## src/rtl/core/bm3_pkg.sv

```systemverilog
// Package for the 3x3 binary morphology block: sizes, register indexes, reset values.
// No dependencies; imported by binary_morphology_3x3.
`default_nettype none

package bm3_pkg;

  localparam int unsigned MaxWidth  = 1024;
  localparam int unsigned MaxHeight = 1024;
  localparam int unsigned AddrW     = $clog2(MaxWidth);
  localparam int unsigned RowW      = $clog2(MaxHeight);
  localparam int unsigned DimW      = 11;
  localparam int unsigned CfgIdxW   = 2;

  localparam logic [DimW-1:0] DimMin      = DimW'(3);
  localparam logic [DimW-1:0] WidthMax    = DimW'(MaxWidth);
  localparam logic [DimW-1:0] HeightMax   = DimW'(MaxHeight);
  localparam logic [DimW-1:0] WidthReset  = DimW'(640);
  localparam logic [DimW-1:0] HeightReset = DimW'(480);

  typedef enum logic [CfgIdxW-1:0] {
    CFG_MODE   = 2'd0,
    CFG_WIDTH  = 2'd1,
    CFG_HEIGHT = 2'd2
  } cfg_idx_e;

  typedef enum logic {
    MODE_DILATE = 1'b0,
    MODE_ERODE  = 1'b1
  } morph_mode_e;

  // Limit a written dimension to 3 .. hi.
  function automatic logic [DimW-1:0] clamp_dim(input logic [DimW-1:0] v,
                                                input logic [DimW-1:0] hi);
    logic [DimW-1:0] r;
    if (v < DimMin) begin
      r = DimMin;
    end else if (v > hi) begin
      r = hi;
    end else begin
      r = v;
    end
    return r;
  endfunction

endpackage

`default_nettype wire

```

## src/rtl/core/binary_morphology_3x3.sv

```systemverilog
// 3x3 binary dilation / erosion over a raster pixel stream.
// Depends on bm3_pkg (sizes, register indexes, clamp function).
`default_nettype none

// Usage
//   Slave stream: one binary pixel per item in raster order (row by row, left to
//   right). Master stream: one item per interior pixel (not first/last row or
//   column) carrying the 3x3 result for that pixel plus its row and column;
//   tlast marks the last interior pixel of the frame.
//   Config port: write mode (0 dilate, 1 erode), image_width, image_height
//   while the block is idle; dimensions are clamped to 3 .. 1024.
//   Path: after its pixel is accepted, a result passes the middle stage (the
//   line-store read is registered there together with the pixel), then the
//   output register.
//   Throughput: one pixel per cycle while the receiver does not stall, set by
//   the line store doing one read and one write per cycle (read at accept,
//   write-back at the same column when the item leaves the middle stage).
//   Reset: counters, window and config registers clear (mode dilate, 640x480);
//   line-store contents stay undefined until written by the first two rows.
//   Stall: when the receiver holds tready low with a result pending, the
//   middle stage holds, and so does the input side once that stage is full;
//   slave tready drops only while output register and middle stage are full.
module binary_morphology_3x3
  import bm3_pkg::*;
(
  input  wire logic                clk_i,
  input  wire logic                rst_ni,
  // configuration write port
  input  wire logic                cfg_we_i,
  input  wire logic [CfgIdxW-1:0]  cfg_idx_i,
  input  wire logic [DimW-1:0]     cfg_data_i,
  // pixel input stream
  input  wire logic                s_axis_tvalid,
  output logic                     s_axis_tready,
  input  wire logic [7:0]          s_axis_tdata,   // [0] pixel_in, [7:1] zero
  // result stream
  output logic                     m_axis_tvalid,
  input  wire logic                m_axis_tready,
  output logic [23:0]              m_axis_tdata,   // [0] pixel_out, [10:1] out_row,
                                                   // [20:11] out_col, [23:21] zero
  output logic                     m_axis_tlast    // frame_last
);

  // configuration registers
  logic            mode_q;
  logic [DimW-1:0] width_q, height_q;

  always_ff @(posedge clk_i or negedge rst_ni) begin
    if (!rst_ni) begin
      mode_q   <= MODE_DILATE;
      width_q  <= WidthReset;
      height_q <= HeightReset;
    end else if (cfg_we_i) begin
      unique case (cfg_idx_i)
        CFG_MODE:   mode_q   <= cfg_data_i[0];
        CFG_WIDTH:  width_q  <= cfg_data_i;
        CFG_HEIGHT: height_q <= cfg_data_i;
        default: ;
      endcase
    end
  end

  logic [DimW-1:0] w_eff, h_eff;
  assign w_eff = clamp_dim(width_q, WidthMax);
  assign h_eff = clamp_dim(height_q, HeightMax);

  // handshake and pipeline control
  logic out_valid_q;
  logic s1_valid_q;
  logic stall, accept, s1_adv;

  assign stall         = out_valid_q && !m_axis_tready;
  assign s_axis_tready = !(s1_valid_q && stall);
  assign accept        = s_axis_tvalid && s_axis_tready;
  assign s1_adv        = s1_valid_q && !stall;

  // position counters of the incoming pixel
  logic [AddrW-1:0] col_q, col_d;
  logic [RowW-1:0]  row_q, row_d;
  logic             col_end, row_end;

  assign col_end = {1'b0, col_q} >= (w_eff - DimW'(1));
  assign row_end = {1'b0, row_q} >= (h_eff - DimW'(1));

  always_comb begin
    col_d = col_q;
    row_d = row_q;
    if (accept) begin
      if (col_end) begin
        col_d = '0;
        row_d = row_end ? '0 : row_q + RowW'(1);
      end else begin
        col_d = col_q + AddrW'(1);
      end
    end
  end

  always_ff @(posedge clk_i or negedge rst_ni) begin
    if (!rst_ni) begin
      col_q <= '0;
      row_q <= '0;
    end else begin
      col_q <= col_d;
      row_q <= row_d;
    end
  end

  // line store: bit 0 row above, bit 1 two rows above; read at accept,
  // written back by the middle stage at the same column
  logic [1:0]       line_mem [MaxWidth];
  logic [1:0]       rd_q;
  logic [AddrW-1:0] s1_addr_q;
  logic             s1_px_q;

  always_ff @(posedge clk_i) begin
    if (accept) begin
      rd_q <= line_mem[col_q];
    end
    if (s1_adv) begin
      line_mem[s1_addr_q] <= {rd_q[0], s1_px_q};
    end
  end

  // middle stage payload: emit decision and position, taken at accept
  logic             s1_emit_q, s1_last_q;
  logic [RowW-1:0]  s1_row_q;
  logic [AddrW-1:0] s1_col_q;

  always_ff @(posedge clk_i or negedge rst_ni) begin
    if (!rst_ni) begin
      s1_valid_q <= 1'b0;
    end else if (accept) begin
      s1_valid_q <= 1'b1;
    end else if (s1_adv) begin
      s1_valid_q <= 1'b0;
    end
  end

  always_ff @(posedge clk_i) begin
    if (accept) begin
      s1_px_q   <= s_axis_tdata[0];
      s1_addr_q <= col_q;
      s1_emit_q <= (row_q >= RowW'(2)) && (col_q >= AddrW'(2));
      s1_last_q <= row_end && col_end;
      s1_row_q  <= row_q - RowW'(1);
      s1_col_q  <= col_q - AddrW'(1);
    end
  end

  // 3x3 window, newest column in the low bits
  logic [8:0] window_q, window_d;
  logic       res;

  assign window_d = {window_q[5:0], rd_q[1], rd_q[0], s1_px_q};

  always_comb begin
    if (mode_q == MODE_ERODE) begin
      res = &window_d;
    end else begin
      res = |window_d;
    end
  end

  always_ff @(posedge clk_i or negedge rst_ni) begin
    if (!rst_ni) begin
      window_q <= '0;
    end else if (s1_adv) begin
      window_q <= window_d;
    end
  end

  // output register
  logic             out_px_q, out_last_q;
  logic [RowW-1:0]  out_row_q;
  logic [AddrW-1:0] out_col_q;

  always_ff @(posedge clk_i or negedge rst_ni) begin
    if (!rst_ni) begin
      out_valid_q <= 1'b0;
    end else if (!stall) begin
      out_valid_q <= s1_valid_q && s1_emit_q;
    end
  end

  always_ff @(posedge clk_i) begin
    if (s1_adv && s1_emit_q) begin
      out_px_q   <= res;
      out_row_q  <= s1_row_q;
      out_col_q  <= s1_col_q;
      out_last_q <= s1_last_q;
    end
  end

  assign m_axis_tvalid = out_valid_q;
  assign m_axis_tdata  = {3'b000, out_col_q, out_row_q, out_px_q};
  assign m_axis_tlast  = out_last_q;

endmodule

`default_nettype wire
```

## config.mk

```make
export PLATFORM = sky130hd
export DESIGN_NAME = binary_morphology_3x3
export DESIGN_NICKNAME = d
export VERILOG_FILES = /design/src/rtl/core/bm3_pkg.sv /design/src/rtl/core/binary_morphology_3x3.sv
export SDC_FILE = /design/constraint.sdc
export NUM_CORES = 2
export LEC_CHECK = 0
export BUFFER_PORTS_ARGS = -buffer_cell sky130_fd_sc_hd__buf_2
export CELL_PAD_IN_SITES_DETAIL_PLACEMENT = 1
export CELL_PAD_IN_SITES_GLOBAL_PLACEMENT = 1
export CORE_MARGIN = 3
export CORE_UTILIZATION = 24
export DETAILED_ROUTE_END_ITERATION = 8
export GPL_TIMING_DRIVEN = 0
export PLACE_DENSITY_LB_ADDON = 0.1
export REMOVE_ABC_BUFFERS = 1
export SLEW_MARGIN = 5
export SYNTH_ARGS = -nofsm -noshare
export SYNTH_HDL_FRONTEND = slang
export SYNTH_SLANG_ARGS = --single-unit
```

## constraint.sdc

```tcl
create_clock -name clk_i -period 16.8 [get_ports clk_i]
set_input_delay 3.36 -clock clk_i [delete_from_list [all_inputs] [get_ports clk_i]]
set_output_delay 3.36 -clock clk_i [all_outputs]
set_load 0.02 [all_outputs]
```

==> summary.md <==
| Metric | Value |
|---|---|
| Status | `complete, no violations` |
| Peak VDD IR | `0.0805 mV` |
| Sw Ratio | `roughly a third` |
| GRT busiest layer | `met2` |
| CTS tree | `built` |
| Worst-Skew Late Latency | `0.89 ns` |
| Post-synthesis register bit count | `approximately 2200` |
| Highest attainable clock frequency | `137 MHz` |
| Synth Flop Type | `edfxtp_1` |
| TritonRoute pass-1 iters | `6` |
| Core box area | `between 300000 and 400000 sq um` |
| Synthesis Warnings | `0` |
| # port buffers | `42` |
| Clock share of power | `33.4%` |
| Most common cell after layout, fill and taps aside | `edfxtp_1` |
| CTS sink cnt | `2156` |
| Final Max Slew Viols | `0` |
| Post-CTS sizing | `0` |
| Worst-path fanout max | `3` |
| Final setup margin | `9.49 ns` |
| Final worst-path cycle share | `~43%` |
| Largest net degree at the start of global routing | `52` |
| Worst setup SP type | `input pin` |
| CP Capture Type | `output pin` |
| WL/cell | `around 31 um` |
| Seq/Total Area, Yosys | `between 70% and 80%` |
| CTS Buffer Depth | `4` |
| Comb power frac | `between 20% and 30%` |
| Vias per Instance | `4.66` |
| Clock skew | `0.0434 ns` |
| Flop pwr share | `slightly below 40%` |
| Routed via count | `about 48000` |
| Root buffer cell | `clkbuf_16` |
| Grt met3 use | `under 10%` |
| Setup bufs post-CTS | `0` |
| H-tree depth | `5` |
| Die W | `a little over 600 um` |
| Async set or reset register ratio after synthesis | `under 10%` |
| Worst r2r path cells | `12` |
| Nets | `~5400` |
| WL final | `approximately 320000 um` |
| Cells after Synth | `approximately 5200` |
| P per Cell Area | `approximately 150 nW/um^2` |
| RSZ-0062 raised after global routing | `false` |
| Normalized max-slew margin | `roughly 11%` |
| # DRC | `0` |
| Worst endpoint data arrival time | `slightly below 4 ns` |
| Hold crit path type | `reg -> reg` |
| Post-route core utilization | `between 20% and 30%` |
| Mapped Area | `a little under 90000 sq um` |
| Synth-to-Final Area Change | `20.8%` |
| Internal power | `between 10000 and 15000 uW` |
| CTS Buf Count | `~260` |
| Leakage | `0.0325 uW` |
| Yosys cell types | `71` |
| Hold path cells | `0` |
| Starting density of the core | `around a quarter` |
| Syn_area_per_cell | `around 17 sq um` |
| Fin crit period | `7.31 ns` |
| EDFF count, synth | `approximately 2100` |
| First-pass GRT wire length | `around 440000 um` |
| Switching power | `5190 uW` |
| Hold Buf Count CTS | `0` |
| Crit path required time | `around 13 ns` |
| Max Cap Viol | `0` |
| Global route overflow | `0` |
| Hold Vio Cnt, Final | `0` |
| CTS clk-pin slew, worst paths | `roughly 0.06 ns` |
| Vias in the first global route | `between 50000 and 60000` |
| Post-DRT Antenna Nets | `0` |
| DIE HEIGHT | `613 um` |
| Met2 global-route usage | `about 29%` |
| Most frequent cells in the layout | `edfxtp_1, nor2_1, mux4_2` |
| Register area | `around 65000 sq um` |
| Multi-input gate area | `22600 sq um` |
| Crit Path Category | `in -> out` |
| Worst slew pin tran | `approximately 1.3 ns` |
| Starting DRT DRC Count | `approximately 4100` |
| Grt met1 use | `22.6%` |
| Gpl congestion | `about 0.70` |
| Cell Rows | `222` |
| Setup violations, final | `0` |
| Total GRT Usage | `between 15 and 20%` |
| Top-level I/O count | `53` |
| DP Worst Slack | `9.46 ns` |
| Placed wire-length estimate | `slightly above 200000 um` |
| Layout cells sized above 1 | `22.6%` |
| FILL cells | `~37000` |
| Initial antenna violation count | `42` |
| Die Area | `376000 sq um` |
[Yosys cell counts (45+ instances only)]
cell | instances | area (sq um)
nand3_1 | 53 | 265
a21oi_1 | 77 | 385
mux2_2 | 45 | 507
edfxtp_1 | 2105 | 63200
nor2_1 | 1082 | 4060
a22oi_1 | 70 | 526
o22ai_1 | 56 | 350
nand2_1 | 161 | 604
mux4_2 | 465 | 10500
dfrtp_1 | 45 | 1130
mux2i_1 | 147 | 1470
clkbuf_1 | 232 | 871
buf_2 | 80 | 400
[kinds of logic (layout without fill, tap and decap cells)]
family | count (synthesis) | in the layout | synth area share [%]
other | 1 | 9 | 0.00424
muxes | 657 | 657 | 14.1
xor gates and xnor gates | 25 | 25 | 0.247
DFF | 2156 | 2156 | 72.9
and+or+nand+nor | 1470 | 1470 | 6.81
adders and majority gates | 28 | 28 | 0.396
buffers and inverters | 428 | 742 | 2.24
AOI/OAI and AO/OA | 426 | 426 | 3.34
[state kept, by name, indices dropped and copies added, names as in the netlist]
register	cells
s1_emit_q	1
out_px_q	1
s1_valid_q	1
col_q	10
m_axis_tlast	1
width_q	11
s1_addr_q	10
s1_col_q	10
s1_last_q	1
window_q	6
row_q	10
s1_px_q	1
m_axis_tvalid	1
s1_row_q	10
out_row_q	10
out_col_q	10
mode_q	1
rd_q	2
line_mem	2048
height_q	11
[through the flow]
step                      setup TNS, ns  cells  area [sq um]  power (uW)  hold slack [ns]
after global routing                  0  10300        107000       17200            0.431
final                                 0  10300        107000       16500            0.402
after floorplan                 -117.59   4783         86600       10600            0.400
after detailed placement              0   9859         98700       11200            0.406
after CTS                             0  10300        107000       16800            0.401
after global placement                -   9641         92800       12600            0.406
[area by class of cell]
cell class	count	share of cell area, %
multi-input cells	2609	21.2
diodes	6	0.0141
clock buffers	342	6.67
inverters	18	0.0644
well taps	4816	5.64
flip-flops and latches	2156	60.4
clock inverters	122	0.933
repair buffers	260	5.14
[power by group through the flow]
stage | clock network [uW] | registers, uW | logic [uW]
CTS | 5700 | 6530 | 4610
detailed placement | 0 | 6640 | 4590
floorplan | 0 | 7580 | 3060
finish | 5500 | 6530 | 4450
global route | 5890 | 6540 | 4750
global placement | 0 | 8060 | 4570
[routing by layer]
metal	vias up	wire length, um
met2	1056	160000
met5	-	12
met3	348	13300
li1	20600	-
met1	26100	141000
met4	2	6650
[worst max-delay path, stage by stage]
cell and delay (ns):
buf_2 0.13, nand3b_1 0.24, buf_2 0.21
[final timing paths]
path,start,endpoint,slack (ns)
max,m_axis_tready,s_axis_tready,9.49
min,s1_col_q[1]$_DFFE_PP_,out_col_q[1]$_DFFE_PP_,0.40
max reg2reg,col_q[0]$_DFFE_PN0P_,rd_q[0]$_DFFE_PP_,10.06
min reg2reg,s1_col_q[1]$_DFFE_PP_,out_col_q[1]$_DFFE_PP_,0.40
max in group asynchronous,rst_ni,col_q[5]$_DFFE_PN0P_,13.64
min in group asynchronous,rst_ni,col_q[4]$_DFFE_PN0P_,2.54
No activity file was read; power rests on OpenSTA's default activity.
